**config.mk**
```make
export PLATFORM = sky130hd
export DESIGN_NAME = wvm_phase_mem
export DESIGN_NICKNAME = d
export VERILOG_FILES = /design/src/hdl/wvm_pkg.sv /design/src/hdl/wvm_phase_mem.sv
export SDC_FILE = /design/constraint.sdc
export NUM_CORES = 1
export LEC_CHECK = 0
export BUFFER_PORTS_ARGS = -buffer_cell sky130_fd_sc_hd__buf_2
export CORE_UTILIZATION = 45
export CTS_CLUSTER_DIAMETER = 120
export CTS_CLUSTER_SIZE = 40
export DETAILED_ROUTE_END_ITERATION = 6
export PLACE_DENSITY = 0.67
export SLEW_MARGIN = 20
export SYNTH_ARGS = -nofsm -noshare
export SYNTH_HDL_FRONTEND = slang
export SYNTH_SLANG_ARGS = --single-unit
```
**constraint.sdc**
```tcl
create_clock -name clock -period 7.8 [get_ports clock]
set_input_delay 0.39 -clock clock [delete_from_list [all_inputs] [get_ports clock]]
set_output_delay 0.39 -clock clock [all_outputs]
set_load 0.1 [all_outputs]
```
**src/hdl/wvm_pkg.sv**
```systemverilog
// wvm_pkg: shared widths, codes and types for the wavetable voice mixer
// no dependencies
`timescale 1ns / 1ps

package wvm_pkg;

   localparam int OP_W       = 2;
   localparam int ADDR_W     = 15;
   localparam int DATA_W     = 8;
   localparam int SAMPLE_W   = 16;
   localparam int CSR_IDX_W  = 1;
   localparam int CSR_DATA_W = 8;
   localparam int GAIN_W     = 8;
   localparam int NIB_W      = 4;
   localparam int SUM_W      = 11;   // eight voices of +-120 fit in 11 signed bits
   localparam int MAG_W      = 10;
   localparam int LOW_REGS   = 64;
   localparam int VAL_W      = 15;

   localparam logic [GAIN_W-1:0] GAIN_RESET = 8'd48;
   localparam logic [VAL_W-1:0]  VAL_MAX    = 15'd32767;
   localparam logic [DATA_W-1:0] END_BYTE   = 8'hFF;

   typedef enum logic [OP_W-1:0] {
      OP_REG_WRITE = 2'd0,
      OP_ROM_LOAD  = 2'd1,
      OP_TICK      = 2'd2,
      OP_RESERVED  = 2'd3
   } op_type;

   localparam logic [CSR_IDX_W-1:0] CSR_GAIN   = 1'b0;
   localparam logic [CSR_IDX_W-1:0] CSR_ENABLE = 1'b1;

   // scaler handshake between sequencer and output scaling
   typedef struct packed {
      logic                    start;
      logic signed [SUM_W-1:0] sum;
      logic [GAIN_W-1:0]       gain;
   } scale_req_type;

   typedef struct packed {
      logic                       done;
      logic signed [SAMPLE_W-1:0] sample;
   } scale_rsp_type;

endpackage

```
**src/hdl/wvm_phase_mem.sv**
```systemverilog
// wvm_phase_mem: per-voice phase accumulator memory with a registered read
// entries read as zero until first written; depends on wvm_pkg
`timescale 1ns / 1ps

module wvm_phase_mem import wvm_pkg::*; #(
   parameter int DEPTH = 8,
   parameter int WIDTH = 32,
   parameter int AW    = 3
) (
   input  logic             clock,
   input  logic             reset,
   input  logic             wr_en,
   input  logic [AW-1:0]    wr_addr,
   input  logic [WIDTH-1:0] wr_data,
   input  logic [AW-1:0]    rd_addr,
   output logic [WIDTH-1:0] rd_data
);

   logic [WIDTH-1:0] mem [DEPTH];
   logic [DEPTH-1:0] written_ff;
   logic [WIDTH-1:0] rd_data_ff;
   logic             rd_written_ff;

   always_ff @(posedge clock) begin
      if (wr_en) begin
         mem[wr_addr] <= wr_data;
      end
      rd_data_ff <= mem[rd_addr];
   end

   always_ff @(posedge clock) begin
      if (reset) begin
         written_ff    <= '0;
         rd_written_ff <= 1'b0;
      end else begin
         rd_written_ff <= written_ff[rd_addr];
         if (wr_en) begin
            written_ff[wr_addr] <= 1'b1;
         end
      end
   end

   assign rd_data = rd_written_ff ? rd_data_ff : '0;

endmodule

```
== After elaboration in Yosys (flattened, before gate mapping) ==
Memory sizes are Yosys's and may differ from the RTL's. A register that Yosys moved wholly into a read port is not among the register bits.
Index checks and enable logic that the tools add are counted.

* Magnitude comparators: 3
* Multiplexer cells: 7
* Bitwise gates (word level): 1
* Reductions and logical operators: 1

{| class="wikitable"
|+ Operators with widths
! cell !! number
|-
| 32-bit two-way mux || 1
|-
| 3-bit by 4-bit < comparator with 1-bit output, second input constant || 2
|-
| 8-bit OR || 1
|-
| 1-bit two-way mux || 4
|-
| 1-bit binary-select mux with 3-bit select || 1
|-
| 1-bit demux with 3-bit select || 1
|-
| 3-bit by 1-bit >= comparator with 1-bit output, second input constant || 1
|-
| 1-bit logical AND || 1
|}

* Bits in registers: 9
* Bits in writable memories: 256
* Memories: 1

{| class="wikitable"
|+ Memory list
! name !! depth !! bits a word !! rd ports !! clocked after memory_dff !! wr ports !! RTL line !! source
|-
| mem || 8 || 32 || 1 || 1 || 1 || wvm_phase_mem.sv:19 || <nowiki>logic [WIDTH-1:0] mem [DEPTH];</nowiki>
|}

== Longest topological paths before layout ==
Gate-level depths: netlist of the first run.

* Word-level depth: 5
* Mapped depth: 5
* Depth with buffers taken out: 3

== Worst setup path after synthesis of the first run ==
No wires, ideal clock.

* Path type: in2reg
* Start: in wr_addr[0]
* End: mem mem[0][0] (enable)
* Setup time: 0.518 ns
* Data arrival time: 3.889 ns
* Data required time: 7.282 ns
* Slack: 3.393 ns
* Stages: 1
* Buffers on the path: 0
* Cells stage by stage: nor4b_1

{| class="wikitable"
|+ RTL lines
! item !! RTL line !! source
|-
| start, declared || wvm_phase_mem.sv:13 || <nowiki>input logic [AW-1:0] wr_addr,</nowiki>
|-
| end, declared || wvm_phase_mem.sv:19 ||
|}

Straight into the memory's write port.

== Worst setup path after layout of the first run ==
* Start: reg rd_written_ff
* End: out rd_data[12]

* Longest elaborated chain between the ends: 1

{| class="wikitable"
|+ RTL lines
! item !! RTL line !! source
|-
| start, declared || wvm_phase_mem.sv:22 || <nowiki>logic rd_written_ff;</nowiki>
|-
| start signal, assigned || wvm_phase_mem.sv:36 || <nowiki>rd_written_ff <= written_ff[rd_addr];</nowiki>
|-
| 32-bit two-way mux || wvm_phase_mem.sv:43 || <nowiki>assign rd_data = rd_written_ff ? rd_data_ff : '0;</nowiki>
|-
| end, declared || wvm_phase_mem.sv:16 || <nowiki>output logic [WIDTH-1:0] rd_data</nowiki>
|}

Every way passes these cells.

==> results.txt, run 1 <==
The share of synthesized registers carrying an async set or reset works out to 0. The detailed placer's ending HPWL is 10000 um. The worst setup path is launched from a flop.

For this run, the leading register cell type out of synthesis is sky130_fd_sc_hd__edfxtp_1. The net count of the finished layout is 592. Total power for the finished layout comes to 2730 uW.

The run gives 480 ps as the later-pin clock latency in the skew report. Setup repair after global routing left no endpoint under its margin. Setup total negative slack on the finished layout was measured at 0 ps. Boundary pin count: 73. The initial core utilization came out at 0.461. The max-slew headroom at the worst pin was 0.289; the leakage power was 0.00394 uW.

The share of layout cells above drive strength 1 was 0.364. At the worst endpoint, the required time is 7410 ps. After detailed routing, the number of vias per cell comes to 5.28. The portion of synthesized cell area occupied by the leading cell type came out at 0.709.

The congestion estimate from routability-driven global placement came to 0.676. The tightest hold path in the finished design has a slack of 161 ps. Compared with the post-synthesis result, the final layout area differs by 10.3%.

The post-synthesis cell count was 478. The commonest cells after synthesis are sky130_fd_sc_hd__edfxtp_1 (256), sky130_fd_sc_hd__mux4_2 (65), sky130_fd_sc_hd__dfxtp_1 (41). The routed layout has 4627 vias. The via count of the first global-routing pass was 4994. The highest ir drop seen on vdd was 135 uV; the post-synthesis area per instance was 22.7 um2.

The number of setup buffers added after CTS is 0. Data on the critical path arrives at its endpoint at 2120 ps. Clock-pin slew was measured on the worst setup and hold paths at 140 ps. TritonCTS built the clock tree. The filler cell count in the final layout came out at 1858.

The worst path needs 2510 ps of the cycle, external delays included. For this design, the CTS-stage hold fixing added 0 buffers. At the pin with the least slew margin, the transition time is 1070 ps. The library cell occupying the most area in the post-synthesis netlist is sky130_fd_sc_hd__edfxtp_1. Dividing the detail-routed wire length by the instance count gives 21.5 um. The power per cell area was 228 nW/um2. The y dimension of the die was 157 um. Once detail routing completed, the nets flagged for antenna violations numbered 0.

The run gives 0.508 as the final design utilization. In this design, the stage delay of the slowest critical-path cell is 610 ps. In the routed design, unresolved DRC markers number 0. After synthesis the cells add up to 10800 um2. The global-route usage over all layers came out at 0.160.

The count of max-cap constraint violations is 0. The first detailed-routing pass took 4 iterations. The tools report the number of nets produced by synthesis as 519. The first global-routing pass estimated 28800 um of wire. The tools report the register area share after synthesis as 0.784. By area the synthesized netlist is led by sky130_fd_sc_hd__edfxtp_1 (71%), sky130_fd_sc_hd__mux4_2 (13%), sky130_fd_sc_hd__dfxtp_1 (7.6%). The final max-slew violation count is 0, and the leftover overflow at the end of global routing is 0. Number of hold violations in the final report: 0. The library cell with the highest instance count after synthesis was sky130_fd_sc_hd__edfxtp_1.

The highest net fanout along the worst path came out at 21. Gates resized during post-CTS repair numbered 0. Placeable core area: 23500 um2.

The tools report the number of sinks driven by the clock tree as 297. In this run the clock root is driven by a sky130_fd_sc_hd__clkbuf_16. The number of antenna violations at the first check in global routing was 3.

The floorplan step defined a die boundary enclosing 24700 um2. The final setup violation count is 0. For this run, the top clock speed supported by timing is 0.398 GHz. The number of clock buffers added by TritonCTS is 11.

The family of cells with the greatest summed delay on the critical path was buffers and inverters. The count of buffers added on input and output ports is 72. The count of synthesis-stage warnings from yosys is 0.

The count of flip-flops with a built-in enable after synthesis was 256. The signal on the critical path passes through buf_4 -> and2_1 -> buf_2. The count of H-tree levels built during CTS came out at 1. The path type of the worst setup path was reg2out. Counting along the longest clock path gives a buffer depth of 3.

The cell row count is 56. The class of the worst hold path is in2reg. Critical-path cell with the highest stage delay: sky130_fd_sc_hd__dfxtp_1. Largest clock skew in the final design: 20.8 ps. Entering global routing, the biggest net connects 68 pins. The buffers plus inverters on the worst setup path is 2, and the DRC marker count from the first detailed-route iteration is 348. The synthesized netlist contains 21 unique library cells. The worst setup path is captured at an output pin.

The share of the clock period used by the worst path after layout is 0.322. The flow ran to the end, and the final reports show no timing, DRC or antenna violations. The synthesis-stage register bit count works out to 297. Summed over all layers, the routed wires come to 18800 um.

Die extent in x: 157 um.
[report_power, final]
| part | switching, uW | leakage, uW | internal (uW) |
|---|---|---|---|
| sequential | 15.6 | 0.00267 | 1790 |
| clock | 438 | 0.000153 | 276 |
| combinational | 136 | 0.00112 | 79.7 |
[cell usage in the layout (no fill, tap or decap), drive strengths merged, types with 2 or more instances in the layout]
cell / count
edfxtp: 256
buf: 82
mux4: 65
dfxtp: 41
and2: 32
mux2: 32
clkbuf: 16
nor2: 13
o21ba: 3
diode: 2
nand2: 2
nor4bb: 2
and4b: 2
mux2i: 2
[metrics by stage]
step / std cells / cell area [um2] / setup slack, ps
floorplan: 478 / 10800 / 3390
global placement: 856 / 11600 / 5170
detailed placement: 856 / 11600 / 5120
CTS: 873 / 11900 / 5180
global route: 874 / 12000 / 5130
finish: 876 / 12000 / 5290
[sequential cells by signal, summed over array words and instances (netlist names)]
register	count
rd_written_ff	1
mem	256
written_ff	8
rd_data_ff	32
[routing by layer]
metal	track usage	vias to the layer above	share of wire	routed length, um
met2	0.294	83	0.54	10200
met4	0.0291	2	0.0091	172
met3	0.0256	17	0.042	793
li1	-	2081	-	-
met5	0	-	0.00069	13
met1	0.200	2444	0.41	7620
[final cells by class]
class / instances / area (um2) / area share
clock buffers: 16 / 294 / 0.0246
clock inverters: 1 / 30.0 / 0.00251
multi-input cells: 158 / 2260 / 0.189
diodes: 2 / 5.00 / 0.000418
repair buffers: 82 / 460 / 0.0385
flip-flops and latches: 297 / 8510 / 0.711
well taps: 319 / 399 / 0.0334
inverters: 1 / 3.75 / 0.000314
[kinds of logic after synthesis]
logic type	share of synthesized area
buffers and inverters	0.0122
muxes	0.170
DFF	0.784
AOI/OAI and AO/OA	0.00427
and+or+nand+nor	0.0293
[worst paths after layout]
check                                                 from                    endpoint  slack (ps)  cells past startpoint
worst max-delay path              rd_written_ff$_SDFF_PP0_                 rd_data[12]        5290                      3
worst max register to register        mem[7][20]$_DFFE_PP_      rd_data_ff[20]$_DFF_P_        6530                      2
worst min register to register  written_ff[5]$_SDFFE_PP0P_  written_ff[5]$_SDFFE_PP0P_         490                      2
worst min-delay path                           wr_data[11]        mem[4][11]$_DFFE_PP_         160                      1
Note: power is estimated with default switching activity, not from simulation.
==> run 2: changes to the inputs <==
- ABC_AREA: unset -> 1
- clock period: 7.8 -> 2.5 ns (I/O delays scaled with it)
==> results.txt, run 2 <==
The post-CTS clock slew at the launch and capture registers of the worst setup and hold paths was 130 ps (was 140 ps); the required time of the worst setup path was 2630 ps (was 7410 ps). The quantity of I/O buffers inserted on ports was 72 (unchanged). The run gives 1360 ps (was 6530 ps) as the slack of the worst reg-to-reg path. The leftover overflow at the end of global routing is 0 (unchanged). The run gives 0 (unchanged) as the final max-slew violation count. Post-CTS setup-driven buffer insertion count: 0 (unchanged). The pin count of the biggest net entering global routing was 133 (was 68); the detailed-route wire length was 23100 um (was 18800 um). The tools report the met2 track demand over resource as 0.307 (was 0.294). TritonCTS built the clock tree. The number of DRC violations after detailed routing is 0 (unchanged), and the max-slew headroom at the worst pin is 0.559 (was 0.289).

The tools report the final antenna-violating net count as 0 (unchanged). The average detailed-routed wire length per instance was 16.0 um (was 21.5 um); the final-stage net count was 1154 (was 592). The launching element type of the critical path is an input pin (was a flop).

The endpoint kind of the worst setup timing path was a flop (was an output pin). For the total negative setup slack, the log shows 0 ps (unchanged). The slew of the pin with the lowest slew margin works out to 662 ps (was 1070 ps). The library cell occupying the most area in the post-synthesis netlist is sky130_fd_sc_hd__edfxtp_1 (unchanged).

Registers with the most flip-flops: mem (256), rd_data_ff (32), written_ff (8) (unchanged). The area of the die came out at 26300 um2 (was 24700 um2). The run gives 6737 (was 4994) as the via count of the first global-routing pass. The synthesis-stage register bit count is 297 (unchanged).

The logs give 1023 (was 478) for the post-synthesis cell count and 0.0192 (was 0.0256) for the global-route track usage on met3. The run gives 0.00512 uW (was 0.00394 uW) as the leakage power. The logs give 2110 ps (was 2120 ps) for the arrival time of the worst setup path and 0.246 (was 0.200) for the global-route met1 utilization. The number of detailed-routing iterations run before antenna repair came out at 5 (was 4). Startpoint of the worst register-to-register path: written_ff[6]$_SDFFE_PP0P_ (was mem[7][20]$_DFFE_PP_). The logs give 0.756 (was 0.676) for the final weighted congestion in routability-driven placement and 0 (unchanged) for the count of max-cap constraint violations.

The die extent in x is 162 um (was 157 um). Hold-critical path depth: 5 (was 1). The endpoint of the worst hold path was written_ff[0]$_SDFFE_PP0P_ (was mem[4][11]$_DFFE_PP_). The boundary pin count is 73 (unchanged), and the y dimension of the die is 162 um (was 157 um). The logs give 455 uV (was 135 uV) for the highest ir drop seen on vdd and 932 ps (was 5120 ps) for the post-place setup slack.

The largest clock skew in the final design is 6.70 ps (was 20.8 ps), and the number of buffers created by CTS is 11 (unchanged). The highest net fanout along the worst path was 32 (was 21); the register area share after synthesis was 0.738 (was 0.784). The number of flip-flops under the largest register name is 256 (unchanged). Most frequent standard cell in the layout excluding fill and tap cells: sky130_fd_sc_hd__nor2_1 (was sky130_fd_sc_hd__edfxtp_1). The share of layout cells above drive strength 1 is 0.0994 (was 0.364). Cells taking the most area after synthesis: sky130_fd_sc_hd__edfxtp_1 (67%), sky130_fd_sc_hd__nor2_1 (8.6%), sky130_fd_sc_hd__dfxtp_1 (7.1%) (was sky130_fd_sc_hd__edfxtp_1 (71%), sky130_fd_sc_hd__mux4_2 (13%), sky130_fd_sc_hd__dfxtp_1 (7.6%)). Time the final worst path needs with I/O delays and setup: 1980 ps. The portion of synthesized cell area occupied by the leading cell type works out to 0.667 (was 0.709). Leading cell types in the layout, fill and taps excluded: sky130_fd_sc_hd__nor2_1 (263), sky130_fd_sc_hd__edfxtp_1 (256), sky130_fd_sc_hd__nand2_1 (212) (was sky130_fd_sc_hd__edfxtp_1 (256), sky130_fd_sc_hd__buf_2 (70), sky130_fd_sc_hd__mux4_2 (65)). The class of the worst hold path was in2reg (unchanged). The number of antenna violations at the first check in global routing came out at 0 (was 3).

The path type of the worst setup path was in2reg (was reg2out). The count of H-tree levels built during CTS is 1 (unchanged). The most common flop cell mapped by yosys is sky130_fd_sc_hd__edfxtp_1 (unchanged). Area taken by multi-input logic gates: 2490 um2 (was 2260 um2).

The worst-case setup margin in the final layout came out at 520 ps (was 5290 ps). The share of the clock period used by the worst path after layout came out at 0.792. The layout overhead on the synthesized area was 11.7% (was 10.3%); the count of synthesis-stage warnings from yosys was 0 (unchanged). The library cell with the highest instance count after synthesis was sky130_fd_sc_hd__nor2_1 (was sky130_fd_sc_hd__edfxtp_1). Later-pin clock latency in the skew report: 490 ps (was 480 ps). The tools report the detailed placer's ending HPWL as 12500 um (was 10000 um). The hold path startpoint was wr_en (was wr_data[11]). For the filler cell count in the final layout, the log shows 2219 (was 1858). Top cells by count, synth: sky130_fd_sc_hd__nor2_1 (264), sky130_fd_sc_hd__edfxtp_1 (256), sky130_fd_sc_hd__nand2_1 (212) (was sky130_fd_sc_hd__edfxtp_1 (256), sky130_fd_sc_hd__mux4_2 (65), sky130_fd_sc_hd__dfxtp_1 (41)).

The final setup violation count was 0 (unchanged). The number of vias per cell was 4.90 (was 5.28); the number of hold violations in the final report was 0 (unchanged). The cell row count is 58 (was 56), and the depth of the most critical reg-to-reg path is 3 (was 2). The destination of the worst register-to-register timing path was written_ff[6]$_SDFFE_PP0P_ (was rd_data_ff[20]$_DFF_P_). The power per cell area was 678 nW/um2 (was 228 nW/um2). The logs give 17 (was 21) for the number of distinct standard cells referenced by the synthesized netlist and 11500 um2 (was 10800 um2) for the cell area after technology mapping. The area taken by flip-flops and latches came out at 8510 um2 (unchanged). The flow ran to the end, and the final reports show no timing, DRC or antenna violations. Clock tree buffer depth: 3 (unchanged). The placeable core area came out at 25200 um2 (was 23500 um2). Setup repair after global routing left no endpoint under its margin. The top register by number of flip-flops is mem (unchanged). The overall via count from detail_route is 7090 (was 4627), and the DRC marker count from the first detailed-route iteration is 528 (was 348). The global-route wire length before repair was 36500 um (was 28800 um); the highest achievable clock rate was 0.505 GHz. Count of flip-flops with a built-in enable after synthesis: 256 (unchanged). The number of sinks driven by the clock tree was 297 (unchanged). Post-synthesis area per instance: 11.3 um2 (was 22.7 um2).

CTS root buffer: sky130_fd_sc_hd__clkbuf_16 (unchanged). The global-route usage over all layers is 0.179 (was 0.160). Count of inserted antenna diode cells: 0 (was 2). Share of synthesized registers carrying an async set or reset: 0 (unchanged). The peak-usage layer in the global routing report is met2 (unchanged).

The number of nets produced by synthesis came out at 1064 (was 519). The run gives 0.458 (was 0.461) as the initial core utilization.
[run 2: cell count changes after synthesis, moves of 53 or more]
cell	delta
sky130_fd_sc_hd__inv_1	+53
sky130_fd_sc_hd__mux4_2	-65
sky130_fd_sc_hd__nand2_1	+210
sky130_fd_sc_hd__nor2_1	+251
sky130_fd_sc_hd__o21ai_0	+61
sky130_fd_sc_hd__o21ai_1	+67
[run 2: cell families (layout without fill, tap and decap cells)]
kind of cell    Yosys count  count (layout)  share of synthesized area
simple gates            481             481                      0.157
buf+inv                 110             204                     0.0462
flops                   297             297                      0.738
compound gates          135             135                     0.0586
[run 2: cell type report]
type | count | share of cell area
clock buffers | 13 | 0.0220
clock inverters | 4 | 0.00233
inverters | 56 | 0.0165
multi-input cells | 616 | 0.194
flip-flops and latches | 297 | 0.661
well taps | 330 | 0.0321
repair buffers | 131 | 0.0729
[run 2: metal layers]
layer  vias up  routed length (um)
met5         -                   0
met4         0                 320
met3        19                 867
met2       140               11400
met1      3381               10500
li1       3550                   -
[run 2: repair_timing]
action / in CTS / in global routing
hold buffers: 38 / 0
endpoints found under the setup margin: 0 / 0
endpoints found under the hold margin: 265 / 0
resized for setup: 0 / 0
[run 2: where the power goes]
group          internal [uW]  switching [uW]
Sequential              5570            49.3
Clock                    844            1390
Combinational            237             641
[run 2: worst max-delay path by stage]
stage / from / end / slack [ps]
finish: wr_addr[2] / mem[0][16]$_DFFE_PP_ / 520
floorplan: wr_addr[1] / mem[7][0]$_DFFE_PP_ / 500
global placement: wr_addr[2] / mem[7][21]$_DFFE_PP_ / 970
global route: wr_addr[2] / mem[0][16]$_DFFE_PP_ / 450
detailed placement: wr_addr[2] / mem[7][26]$_DFFE_PP_ / 930
CTS: wr_addr[2] / mem[0][16]$_DFFE_PP_ / 560
[run 2: worst max-delay path, stage by stage]
cell,delay [ps]
sky130_fd_sc_hd__dlygate4sd3_1,530
sky130_fd_sc_hd__buf_2,140
sky130_fd_sc_hd__nor2_1,100
sky130_fd_sc_hd__dlygate4sd3_1,580
sky130_fd_sc_hd__nand2_1,80
sky130_fd_sc_hd__inv_1,70
sky130_fd_sc_hd__buf_4,480
[run 2: per-stage QoR]
step | power [uW] | cell area (um2) | hold slack (ps) | std cells | util
finish | 8740 | 12900 | 16.3 | 1447 | 0.511
global route | 9050 | 12900 | 34.1 | 1447 | 0.511
CTS | 8810 | 12900 | 5.04 | 1447 | 0.511
detailed placement | 6580 | 12200 | 400 | 1392 | 0.484
global placement | 6560 | 12200 | 395 | 1392 | 0.484
floorplan | 6330 | 11500 | 224 | 1023 | -
