===== src/hdl/wvm_pkg.sv =====
// wvm_pkg: shared widths, codes and types for the wavetable voice mixer
// no dependencies
`timescale 1ns / 1ps

package wvm_pkg;

   localparam int OP_W       = 2;
   localparam int ADDR_W     = 15;
   localparam int DATA_W     = 8;
   localparam int SAMPLE_W   = 16;
   localparam int CSR_IDX_W  = 1;
   localparam int CSR_DATA_W = 8;
   localparam int GAIN_W     = 8;
   localparam int NIB_W      = 4;
   localparam int SUM_W      = 11;   // eight voices of +-120 fit in 11 signed bits
   localparam int MAG_W      = 10;
   localparam int LOW_REGS   = 64;
   localparam int VAL_W      = 15;

   localparam logic [GAIN_W-1:0] GAIN_RESET = 8'd48;
   localparam logic [VAL_W-1:0]  VAL_MAX    = 15'd32767;
   localparam logic [DATA_W-1:0] END_BYTE   = 8'hFF;

   typedef enum logic [OP_W-1:0] {
      OP_REG_WRITE = 2'd0,
      OP_ROM_LOAD  = 2'd1,
      OP_TICK      = 2'd2,
      OP_RESERVED  = 2'd3
   } op_type;

   localparam logic [CSR_IDX_W-1:0] CSR_GAIN   = 1'b0;
   localparam logic [CSR_IDX_W-1:0] CSR_ENABLE = 1'b1;

   // scaler handshake between sequencer and output scaling
   typedef struct packed {
      logic                    start;
      logic signed [SUM_W-1:0] sum;
      logic [GAIN_W-1:0]       gain;
   } scale_req_type;

   typedef struct packed {
      logic                       done;
      logic signed [SAMPLE_W-1:0] sample;
   } scale_rsp_type;

endpackage


===== src/hdl/wvm_mix_scaler.sv =====
// wvm_mix_scaler: three-stage gain, divide by voice count and clamp
// depends on wvm_pkg
`timescale 1ns / 1ps

module wvm_mix_scaler import wvm_pkg::*; #(
   parameter int MIX_VOICES = 8
) (
   input  logic          clock,
   input  logic          reset,
   input  scale_req_type req,
   output scale_rsp_type rsp
);

   localparam int RECIP_SHIFT = 24;
   localparam int LIMIT       = 32768 * MIX_VOICES;
   localparam int RECIP       = ((1 << RECIP_SHIFT) + MIX_VOICES - 1) / MIX_VOICES;
   localparam int MG_W        = MAG_W + GAIN_W;
   localparam int PROD_W      = MG_W + 4;
   localparam int X_W         = 18;
   localparam int R_W         = RECIP_SHIFT + 1;

   logic                       v1_ff, v2_ff, v3_ff;
   logic                       neg1_ff, neg2_ff;
   logic [PROD_W-1:0]          prod1_ff;
   logic                       over2_ff;
   logic [X_W+R_W-1:0]         mul2_ff;
   logic signed [SAMPLE_W-1:0] sample3_ff;
   logic [MAG_W-1:0]           mag;
   logic [SUM_W-1:0]           abs_sum;
   logic [VAL_W-1:0]           val;

   always_comb begin
      abs_sum = req.sum[SUM_W-1] ? SUM_W'(-req.sum) : SUM_W'(req.sum);
      mag     = abs_sum[MAG_W-1:0];
      val     = over2_ff ? VAL_MAX : mul2_ff[RECIP_SHIFT +: VAL_W];
   end

   always_ff @(posedge clock) begin
      if (reset) begin
         v1_ff <= 1'b0;
         v2_ff <= 1'b0;
         v3_ff <= 1'b0;
      end else begin
         v1_ff <= req.start;
         v2_ff <= v1_ff;
         v3_ff <= v2_ff;
      end
   end

   always_ff @(posedge clock) begin
      neg1_ff    <= req.sum[SUM_W-1];
      prod1_ff   <= {MG_W'(mag) * MG_W'(req.gain), 4'b0000};
      neg2_ff    <= neg1_ff;
      over2_ff   <= (prod1_ff >= PROD_W'(LIMIT));
      mul2_ff    <= prod1_ff[X_W-1:0] * R_W'(RECIP);
      sample3_ff <= neg2_ff ? -$signed({1'b0, val}) : $signed({1'b0, val});
   end

   assign rsp.done   = v3_ff;
   assign rsp.sample = sample3_ff;

endmodule


===== config.mk =====
export PLATFORM = sky130hd
export DESIGN_NAME = wvm_mix_scaler
export DESIGN_NICKNAME = d
export VERILOG_FILES = /design/src/hdl/wvm_pkg.sv /design/src/hdl/wvm_mix_scaler.sv
export SDC_FILE = /design/constraint.sdc
export NUM_CORES = 1
export LEC_CHECK = 0
export BUFFER_PORTS_ARGS = -buffer_cell sky130_fd_sc_hd__buf_2
export CORE_ASPECT_RATIO = 0.75
export CORE_UTILIZATION = 25
export DETAILED_ROUTE_END_ITERATION = 10
export GPL_ROUTABILITY_DRIVEN = 0
export GPL_TIMING_DRIVEN = 0
export PLACE_DENSITY = 0.42
export SLEW_MARGIN = 15
export SYNTH_ARGS = -nofsm -noshare
export SYNTH_HDL_FRONTEND = slang
export SYNTH_SLANG_ARGS = --single-unit
export TNS_END_PERCENT = 100

===== constraint.sdc =====
create_clock -name clock -period 7.97 [get_ports clock]
set_input_delay 1.9925 -clock clock [delete_from_list [all_inputs] [get_ports clock]]
set_output_delay 1.9925 -clock clock [all_outputs]
set_load 0.01 [all_outputs]

# Word-level counts from Yosys, hierarchy flattened
# Cells that the tools add are included.
# totals
ff_bits	54
latchBits	0
ramBits	0
mem_bits_ro	0
in_bits	22
n_memories	0
# op_classes
add_sub_neg	2
multipliers	1
n_div	0
magnitude_cmp	1
n_eq_ne	0
n_shift	0
mux	3
n_bitwise	0
n_reduce_logical	0
# ops
cell	n
15-bit two-way mux	2
22-bit by 19-bit >= comparator with 1-bit output, second input constant	1
10-bit by 8-bit multiplier with 18-bit output	1
15-bit negation with 16-bit output	1
10-bit two-way mux	1
10-bit negation	1

# Logic depth before layout (Yosys ltp)
# Gate-level depths: netlist of the first run.
# logic_depth
depth_word	3
mapped_depth	21
mapped_depth_nobuf	21

# Least setup slack after synthesis of the first run
# OpenSTA, ideal clock, no wires.
# synth_timing
kind	in2reg
from	in req[8] (netlist name)
to	reg prod1_ff[18]
setup_ns	0.122
t_arrival_ns	6.582
required_time_ns	7.848
slack_ns	1.266
cell_stages	16
cell_sequence	or3_1 nand2b_1 o31ai_2 xor2_1 nor2b_1 fa_1 fa_1 fa_1 inv_1 fa_1 inv_1 ha_1 and3_1 a221oi_2 nor3_1 a311o_1
# synth_via
elab_chain_cells	3
# synth_rtl
element	line_no	rtl
from (decl)	wvm_mix_scaler.sv:10	input scale_req_type req,
10-bit negation	wvm_mix_scaler.sv:33	abs_sum = req.sum[SUM_W-1] ? SUM_W'(-req.sum) : SUM_W'(req.sum);
10-bit two-way mux *	wvm_mix_scaler.sv:33	
10-bit by 8-bit multiplier with 18-bit output *	wvm_mix_scaler.sv:52	prod1_ff <= {MG_W'(mag) * MG_W'(req.gain), 4'b0000};
to (signal assigned)	wvm_mix_scaler.sv:52	
to (decl)	wvm_mix_scaler.sv:24	logic [PROD_W-1:0] prod1_ff;
# Every way passes the cells marked *; elsewhere a longest branch is shown, timed or not.
# A chain may end at the register's enable or synchronous reset.

# Worst setup path after layout of the first run
# Ends and elaborated chain as after synthesis.

==> results.py, run 1 <==
metrics = {
    "layout": {
        "layout.nets": 606,
        "layout-drive-gt1-share": 0.125,
        "antenna_cells": 0,
        "areaGrowthSynthToFinish_pct": 15.1,
    },
    "pwr": {
        "pwr_density_cell_mw_per_mm2": 328,
        "power.internal_uw": 964,
        "pwr-share-comb": 0.581,
        "power.static_leakage_uw": 0.00237,
        "total_power_consumption_uw": 1650,
        "sequentialPowerShare": 0.268,
        "p_sw_uw": 685,
        "clock_power_share": 0.152,
        "ir_drop_mv": 0.150,
        "p_sw_frac": 0.415,
    },
    "floorplanning": {
        "initial_utilization": 0.257,
        "core-area_mm2": 0.0170,
        "die_area_mm2": 0.0180,
        "die_w_um": 155,
        "num_rows": 41,
        "die_h_um": 117,
        "num_io_pins": 39,
    },
    "logic_synthesis": {
        "syn_nets": 561,
        "async_flop_share": 0,
        "average_size_of_a_mapped_cell_um2": 9.69,
        "synth.largest_area_cell": "sky130_fd_sc_hd__dfxtp_1",
        "post_synth_main_area_contributors": "sky130_fd_sc_hd__dfxtp_1 (25%), sky130_fd_sc_hd__fa_1 (22%), sky130_fd_sc_hd__ha_1 (11%)",
        "synth-seq-area-share": 0.247,
        "ys_types": 52,
        "synth_area_mm2": 0.00437,
        "postSynthCellCount": 451,
        "synth_enable_flop_cells": 0,
        "netlist.area_leader.share": 0.247,
        "ys.flop_type": "sky130_fd_sc_hd__dfxtp_1",
        "synth_seq_cells": 54,
        "yosys_warnings": 0,
    },
    "sta": {
        "timing.clock.skew_ps": 6.08,
        "report.final.setup_viol": 0,
        "fmax_mhz": 140,
        "final_hold_viol_count": 0,
        "post-route-min-period_ps": 7160,
        "tightestPinTransition_ps": 820,
        "headroom_to_the_max_slew_limit": 0.438,
        "drv_slew": 0,
        "tns_ps": 0,
        "grt_setup_unrepaired": "false",
        "final.period_utilization": 0.898,
    },
    "route": {
        "highest-signal-layer": "met4",
        "drtAntennaViolNets": 0,
        "met2WireLength_um": 3930,
        "routedWlPerCell_um": 12.1,
        "detailedRoute.firstIterationViolations": 107,
        "route.layer.met1.wl_um": 4590,
        "drcViolationCount": 0,
        "count_of_vias_placed_by_the_detailed_router": 3083,
        "firstDrtPassIters": 4,
        "wl_met3_um": 288,
        "detailed_route_vias_per_instance": 4.21,
        "finalWirelength_um": 8860,
    },
    "clock_tree": {
        "clockBufferDepth": 2,
        "clock_sink_count": 54,
        "cts_hold_buf": 0,
        "cts-root-buf": "sky130_fd_sc_hd__clkbuf_16",
        "worstSkewPairLatency_ps": 300,
        "tritoncts": "yes",
        "htreeDepth": 2,
        "cts_setup_buffers": 0,
        "post_cts_resized": 0,
        "cts-buffers-inserted": 5,
        "clk_pin_slew_worst_paths_ps": 70,
    },
    "worst_setup_path": {
        "critPathSlowestCell": "sky130_fd_sc_hd__xor2_1",
        "worstSetupEndpointType": "register",
        "worst_path_largest_cell_delay_ps": 600,
        "cp_data_arrival_time_ps": 7340,
        "timing.critical_path.buf_inv": 5,
        "worst_path_max_fanout": 10,
        "worst-endpoint-required_ps": 8150,
        "category_of_the_most_critical_setup_path": "primary input to register",
        "critical_path.cell_chain": "buf_2 > inv_1 > ha_1 > nand2b_1 > o41ai_1 > xor2_1 > nand2b_1 > fa_1 > inv_1 > fa_1 > fa_1 > inv_1 > fa_1 > inv_1 > ha_1 > a21o_1 > a21o_1 > a221oi_2 > nor3_1 > a311o_1",
        "startpoint_type": "primary input",
        "critical-path-top-delay-family": "adder cells",
    },
    "place": {
        "placement.io_buffers": 38,
        "dp_hpwl_um": 7400,
    },
    "global_route": {
        "grt_overflow": 0,
        "global_route.usage.total": 0.110,
        "pin_count_of_the_biggest_net_entering_global_routing": 19,
        "via_count_of_the_first_global_routing_pass": 3364,
        "grt_antenna_before_repair": 0,
        "grt_first_pass_wirelength_um": 15900,
    },
    "flow_run": {
        "drv_cap": 0,
    },
    "run_status": {
        "run_status": "complete, no violations",
    },
    "worst_hold_path": {
        "hold_path_class": "register to register",
    },
}
-- through the flow --
| step | cell area, um2 | hold WS [ps] | instances | setup slack (ps) | utilization |
|---|---|---|---|---|---|
| 2_1_floorplan | 4370 | 310 | 451 | 1270 | - |
| 3_3_place_gp | 4860 | 315 | 725 | 500 | 0.286 |
| 3_5_place_dp | 4860 | 312 | 725 | 462 | 0.286 |
| 4_1_cts | 5030 | 324 | 733 | 784 | 0.296 |
| 5_1_grt | 5030 | 333 | 733 | 519 | 0.296 |
| 6_report | 5030 | 324 | 733 | 809 | 0.296 |
-- worst paths after layout --
path         slack (ps)          from        endpoint  cells past startpoint
max                 810        req[8]    prod1_ff[18]                     20
min                 320  prod1_ff[13]     mul2_ff[34]                      0
max reg2reg        5340      over2_ff  sample3_ff[13]                      8
min reg2reg         320  prod1_ff[13]     mul2_ff[34]                      0
-- Yosys cell counts, drive strengths merged (2+ instances only) --
cell and instances:
nand3 3, nand2b 14, xnor2 14, or2 2, dfxtp 54, nor2 21, clkbuf 4, o32ai 2
nand2 15, nor4 4, nor2b 50, a21o 9, a211oi 3, a21boi 2, or3 5, and2 17
mux2i 2, o21ai 6, fa 48, inv 71, o31ai 6, xor2 10, a211o 3, ha 40
a21oi 19, o21a 2, nand3b 2, a31oi 3, nor3 4, buf 3
-- cell type report --
class	count	area, um2
fill	1791	12000
multi-input combinational	318	2960
sequential	54	1080
tap	236	295
inverter	72	284
timing repair buffer	38	190
clock buffer	5	125
clock inverter	3	47.5
buffer	7	45.0
-- power by group through the flow --
stage,combinational (uW),clock (uW),sequential (uW)
after global routing,1130,275,455
after CTS,980,261,443
after floorplan,757,0,444
after global placement,972,0,446
final,958,250,441
after detailed placement,973,0,448
-- routing by layer --
layer  GRT usage  vias up
met5           0        -
met4      0.0165        0
met3      0.0237        5
met2       0.189       32
met1       0.146     1516
li1            -     1530
-- sequential cells by signal, summed over array words and instances (netlist names) --
register / count
v3_ff: 1
over2_ff: 1
v2_ff: 1
sample3_ff: 16
neg1_ff: 1
v1_ff: 1
neg2_ff: 1
mul2_ff: 14
prod1_ff: 18
-- cell families after synthesis --
kind of cell,count (synthesis),share of synthesized area
xor gates and xnor gates,24,0.0481
DFF,54,0.247
buffers and inverters,79,0.0753
and+or+nand+nor,142,0.190
AOI/OAI and AO/OA,62,0.0999
muxes,2,0.00458
adders and majority gates,88,0.334
-- cell usage in the layout, fill, tap and decap left out, types with 5 or more instances in the layout --
cell	n
sky130_fd_sc_hd__clkbuf_16	5
sky130_fd_sc_hd__nor2_1	20
sky130_fd_sc_hd__and2_1	17
sky130_fd_sc_hd__inv_1	71
sky130_fd_sc_hd__a21oi_1	19
sky130_fd_sc_hd__dfxtp_1	54
sky130_fd_sc_hd__nand2b_1	14
sky130_fd_sc_hd__nor2b_1	50
sky130_fd_sc_hd__a21o_1	9
sky130_fd_sc_hd__ha_1	40
sky130_fd_sc_hd__buf_2	38
sky130_fd_sc_hd__xnor2_1	14
sky130_fd_sc_hd__fa_1	48
sky130_fd_sc_hd__nand2_1	15
sky130_fd_sc_hd__xor2_1	10
No activity file was read; power rests on OpenSTA's default activity.
==> inputs of run 2 (changes only) <==
Settings changed: CORE_UTILIZATION 25 to 61, PLACE_DENSITY 0.42 to 0.83.
==> results.py, run 2 (synthesis results as in run 1) <==
metrics = {
    "run_status": {
        "run_status": "complete, no violations",
    },
    "clock_tree": {
        "cts_hold_buf": 0,
        "post_cts_resized": 0,
        "cts-root-buf": "sky130_fd_sc_hd__clkbuf_8",
        "htreeDepth": 2,
        "cts_setup_buffers": 0,
        "tritoncts": "yes",
        "cts-buffers-inserted": 5,
        "clock_sink_count": 54,
        "worstSkewPairLatency_ps": 310,
        "clk_pin_slew_worst_paths_ps": 90,
        "clockBufferDepth": 2,
    },
    "floorplanning": {
        "die_area_mm2": 0.00751,
        "die_h_um": 75.3,
        "die_w_um": 99.7,
        "core-area_mm2": 0.00686,
        "num_rows": 26,
        "num_io_pins": 39,
        "initial_utilization": 0.637,
    },
    "worst_setup_path": {
        "timing.rr.start": "over2_ff",
        "rr_worst_depth": 8,
        "r2r-end": "sample3_ff[13]",
        "worstSetupEndpointType": "register",
        "worst-endpoint-required_ps": 8170,
        "crit_path_start": "req[8]",
        "crit_path_end": "prod1_ff[18]",
        "category_of_the_most_critical_setup_path": "primary input to register",
        "worst_path_max_fanout": 10,
        "cp_data_arrival_time_ps": 7320,
        "timing.reg2reg.setup_slack_ps": 5490,
        "startpoint_type": "primary input",
    },
    "global_route": {
        "grt_use_met3": 0.0413,
        "grt_overflow": 0,
        "pin_count_of_the_biggest_net_entering_global_routing": 19,
        "grt.busiest_layer": "met2",
        "global_route.usage.total": 0.229,
        "grt_antenna_before_repair": 0,
        "grtUsageMet2": 0.404,
        "grt_first_pass_wirelength_um": 13300,
        "via_count_of_the_first_global_routing_pass": 2936,
        "use_met1": 0.296,
    },
    "sta": {
        "post_route_setup_slack_ps": 851,
        "post-route-min-period_ps": 7120,
        "headroom_to_the_max_slew_limit": 0.488,
        "fmax_mhz": 140,
        "report.final.setup_viol": 0,
        "timing.clock.skew_ps": 5.42,
        "drv_slew": 0,
        "tns_ps": 0,
        "grt_setup_unrepaired": "false",
        "final_hold_viol_count": 0,
        "tightestPinTransition_ps": 762,
        "final.period_utilization": 0.893,
    },
    "layout": {
        "antenna_cells": 0,
        "utilization": 0.699,
        "largest_registers": "prod1_ff (18), sample3_ff (16), mul2_ff (14)",
        "layout_commonest_cell": "sky130_fd_sc_hd__inv_1",
        "most-common-layout-cells": "sky130_fd_sc_hd__inv_1 (71), sky130_fd_sc_hd__dfxtp_1 (54), sky130_fd_sc_hd__nor2b_1 (50), sky130_fd_sc_hd__fa_1 (48), sky130_fd_sc_hd__ha_1 (40)",
        "largest_register_ffs": 18,
        "final_cells": 595,
        "register_ranked_first_by_flip_flop_count": "prod1_ff",
        "areaGrowthSynthToFinish_pct": 9.82,
        "layout.nets": 606,
        "layout-drive-gt1-share": 0.125,
    },
    "worst_hold_path": {
        "hold_path_class": "register to register",
    },
    "pwr": {
        "total_power_consumption_uw": 1590,
        "pwr_density_cell_mw_per_mm2": 331,
        "power.static_leakage_uw": 0.00235,
        "ir_drop_mv": 0.138,
    },
    "route": {
        "firstDrtPassIters": 4,
        "drcViolationCount": 0,
        "finalWirelength_um": 7780,
        "detailedRoute.firstIterationViolations": 74,
        "count_of_vias_placed_by_the_detailed_router": 3066,
        "detailed_route_vias_per_instance": 5.15,
        "drtAntennaViolNets": 0,
        "routedWlPerCell_um": 13.1,
    },
    "flow_run": {
        "drv_cap": 0,
    },
    "place": {
        "placed_cells": 587,
        "placement.setup.worst_slack_ps": 529,
        "dp_hpwl_um": 6290,
        "placement.io_buffers": 38,
    },
}
## run 2: worst max-delay path: stages
cell and delay [ps]:
sky130_fd_sc_hd__buf_2 160, sky130_fd_sc_hd__inv_1 70, sky130_fd_sc_hd__ha_1 160, sky130_fd_sc_hd__nand2b_1 110, sky130_fd_sc_hd__o41ai_1 310, sky130_fd_sc_hd__xor2_1 600
sky130_fd_sc_hd__nand2b_1 220, sky130_fd_sc_hd__fa_1 420, sky130_fd_sc_hd__inv_1 80, sky130_fd_sc_hd__fa_1 450, sky130_fd_sc_hd__fa_1 550, sky130_fd_sc_hd__inv_1 50
sky130_fd_sc_hd__fa_1 530, sky130_fd_sc_hd__inv_1 40, sky130_fd_sc_hd__ha_1 350, sky130_fd_sc_hd__a21o_1 210, sky130_fd_sc_hd__a21o_1 180, sky130_fd_sc_hd__a221oi_2 390
sky130_fd_sc_hd__nor3_1 100, sky130_fd_sc_hd__a311o_1 330
## run 2: worst min path at each step
| stage | from | end | slack [ps] | cells after the start |
|---|---|---|---|---|
| after detailed placement | prod1_ff[7] | mul2_ff[28] | 310 | 0 |
| final | neg1_ff | neg2_ff | 330 | 0 |
| after CTS | neg1_ff | neg2_ff | 330 | 0 |
| after global placement | prod1_ff[14] | mul2_ff[35] | 310 | 0 |
| after global routing | neg1_ff | neg2_ff | 340 | 0 |
| after floorplan | prod1_ff[4] | mul2_ff[25] | 310 | 0 |
## run 2: stage by stage
stage	cell area (um2)	hold WS, ps
after CTS	4800	333
after global routing	4800	339
after global placement	4680	310
final	4800	332
after detailed placement	4680	312
after floorplan	4370	310
## run 2: cell type report
cell class / count / area (um2)
multi-input combinational: 318 / 2960
fill: 541 / 2060
sequential: 54 / 1080
inverter: 72 / 284
timing repair buffer: 38 / 190
tap: 98 / 123
clock buffer: 5 / 68.8
clock inverter: 3 / 47.5
buffer: 7 / 45.0
## run 2: per-layer routing
metal	vias to the layer above	part of all wire	wire length [um]
li1	1541	-	-
met1	1433	0.47	3680
met2	81	0.47	3630
met3	11	0.047	369
met4	0	0.013	98
met5	-	0	0
## run 2: power breakdown
group	total (uW)	switching (uW)	internal (uW)
registers	435	51.6	384
clock network	181	85.8	95.1
logic	972	535	437
==> inputs of run 3 (changes only) <==
Settings changed: GPL_TIMING_DRIVEN 0 to unset.
==> results.py, run 3 (synthesis results as in run 1) <==
metrics = {
    "layout": {
        "register_ranked_first_by_flip_flop_count": "prod1_ff",
        "final_cells": 589,
        "largest_registers": "prod1_ff (18), sample3_ff (16), mul2_ff (14)",
        "layout_commonest_cell": "sky130_fd_sc_hd__inv_1",
        "largest_register_ffs": 18,
        "most-common-layout-cells": "sky130_fd_sc_hd__inv_1 (71), sky130_fd_sc_hd__dfxtp_1 (54), sky130_fd_sc_hd__nor2b_1 (50), sky130_fd_sc_hd__fa_1 (48), sky130_fd_sc_hd__ha_1 (40)",
        "layout-drive-gt1-share": 0.122,
        "areaGrowthSynthToFinish_pct": 8.96,
        "antenna_cells": 0,
        "utilization": 0.694,
        "layout.nets": 600,
    },
    "sta": {
        "timing.clock.skew_ps": 6.61,
        "post-route-min-period_ps": 7070,
        "grt_setup_unrepaired": "false",
        "report.final.setup_viol": 0,
        "worst_hold_slack_ps": 333,
        "final_hold_viol_count": 0,
        "final.period_utilization": 0.887,
        "drv_slew": 0,
        "tns_ps": 0,
        "headroom_to_the_max_slew_limit": 0.479,
        "tightestPinTransition_ps": 781,
        "fmax_mhz": 142,
    },
    "route": {
        "finalWirelength_um": 7600,
        "firstDrtPassIters": 4,
        "drcViolationCount": 0,
        "routedWlPerCell_um": 12.9,
        "detailed_route_vias_per_instance": 5.20,
        "drtAntennaViolNets": 0,
        "detailedRoute.firstIterationViolations": 107,
        "count_of_vias_placed_by_the_detailed_router": 3065,
    },
    "floorplanning": {
        "die_h_um": 75.3,
        "num_rows": 26,
        "die_area_mm2": 0.00751,
        "initial_utilization": 0.637,
        "num_io_pins": 39,
        "die_w_um": 99.7,
        "core-area_mm2": 0.00686,
    },
    "place": {
        "dp_hpwl_um": 6310,
        "placed_cells": 581,
        "placement.io_buffers": 38,
    },
    "global_route": {
        "pin_count_of_the_biggest_net_entering_global_routing": 25,
        "grt_antenna_before_repair": 0,
        "global_route.usage.total": 0.218,
        "grt_first_pass_wirelength_um": 12900,
        "grt_overflow": 0,
        "via_count_of_the_first_global_routing_pass": 2882,
    },
    "clock_tree": {
        "tritoncts": "yes",
        "htreeDepth": 2,
        "worstSkewPairLatency_ps": 300,
        "cts_setup_buffers": 0,
        "clock_sink_count": 54,
        "clk_pin_slew_worst_paths_ps": 90,
        "clockBufferDepth": 2,
        "cts-buffers-inserted": 5,
        "post_cts_resized": 0,
        "cts_hold_buf": 0,
        "cts-root-buf": "sky130_fd_sc_hd__clkbuf_8",
    },
    "worst_setup_path": {
        "startpoint_type": "primary input",
        "r2r-end": "sample3_ff[13]",
        "category_of_the_most_critical_setup_path": "primary input to register",
        "timing.rr.start": "over2_ff",
        "cp_data_arrival_time_ps": 7260,
        "worst_path_max_fanout": 10,
        "timing.reg2reg.setup_slack_ps": 5630,
        "rr_worst_depth": 6,
        "worstSetupEndpointType": "register",
        "worst-endpoint-required_ps": 8170,
    },
    "pwr": {
        "ir_drop_mv": 0.173,
        "pwr_density_cell_mw_per_mm2": 331,
        "total_power_consumption_uw": 1580,
        "power.static_leakage_uw": 0.00233,
    },
    "flow_run": {
        "drv_cap": 0,
    },
    "worst_hold_path": {
        "hold_path_end": "mul2_ff[32]",
        "hold_path_startpoint": "prod1_ff[11]",
        "hold_path_class": "register to register",
        "hold_depth": 0,
    },
    "run_status": {
        "run_status": "complete, no violations",
    },
}
==> run 3: worst max-delay path by stage <==
stage | from | end
detailed placement | req[8] | prod1_ff[18]
finish | req[8] | prod1_ff[18]
floorplan | req[8] | prod1_ff[18]
CTS | req[8] | prod1_ff[18]
global placement | req[8] | prod1_ff[18]
global route | req[8] | prod1_ff[18]
==> run 3: routing by layer <==
layer,GRT usage,wire length [um]
met1,0.303,3790
met2,0.372,3510
met3,0.0220,215
met5,0,0
met4,0.0605,87
==> run 3: per-stage QoR <==
stage	setup WS [ps]	instance area, um2
final	904	4760
after global routing	551	4760
after CTS	932	4760
after detailed placement	619	4650
after global placement	806	4650
after floorplan	1270	4370
==> run 3: area by class of cell <==
class                   instances  area (um2)
repair buffers                 39         198
fillers                       523        2100
clock inverters                 3        47.5
clock buffers                   5        68.8
inverters                      72         284
multi-input cells             318        2960
well taps                      98         123
flip-flops and latches         54        1080
==> run 3: where the power goes <==
group / switching [uW] / internal [uW] / total, uW
clock network: 83.3 / 95.1 / 178
registers: 59.0 / 384 / 443
logic: 522 / 433 / 954
total: 664 / 911 / 1580
==> run 3: worst max-delay path: stages <==
cell and delay [ps]:
sky130_fd_sc_hd__buf_2 140, sky130_fd_sc_hd__inv_1 60, sky130_fd_sc_hd__ha_1 160, sky130_fd_sc_hd__nand2b_1 90, sky130_fd_sc_hd__o41ai_1 330, sky130_fd_sc_hd__xor2_1 560
sky130_fd_sc_hd__nand2b_1 220, sky130_fd_sc_hd__fa_1 440, sky130_fd_sc_hd__inv_1 80, sky130_fd_sc_hd__fa_1 430, sky130_fd_sc_hd__fa_1 550, sky130_fd_sc_hd__inv_1 60
sky130_fd_sc_hd__fa_1 520, sky130_fd_sc_hd__inv_1 50, sky130_fd_sc_hd__ha_1 350, sky130_fd_sc_hd__a21o_1 200, sky130_fd_sc_hd__a21o_1 190, sky130_fd_sc_hd__a221oi_2 400
sky130_fd_sc_hd__nor3_1 90, sky130_fd_sc_hd__a311o_1 320
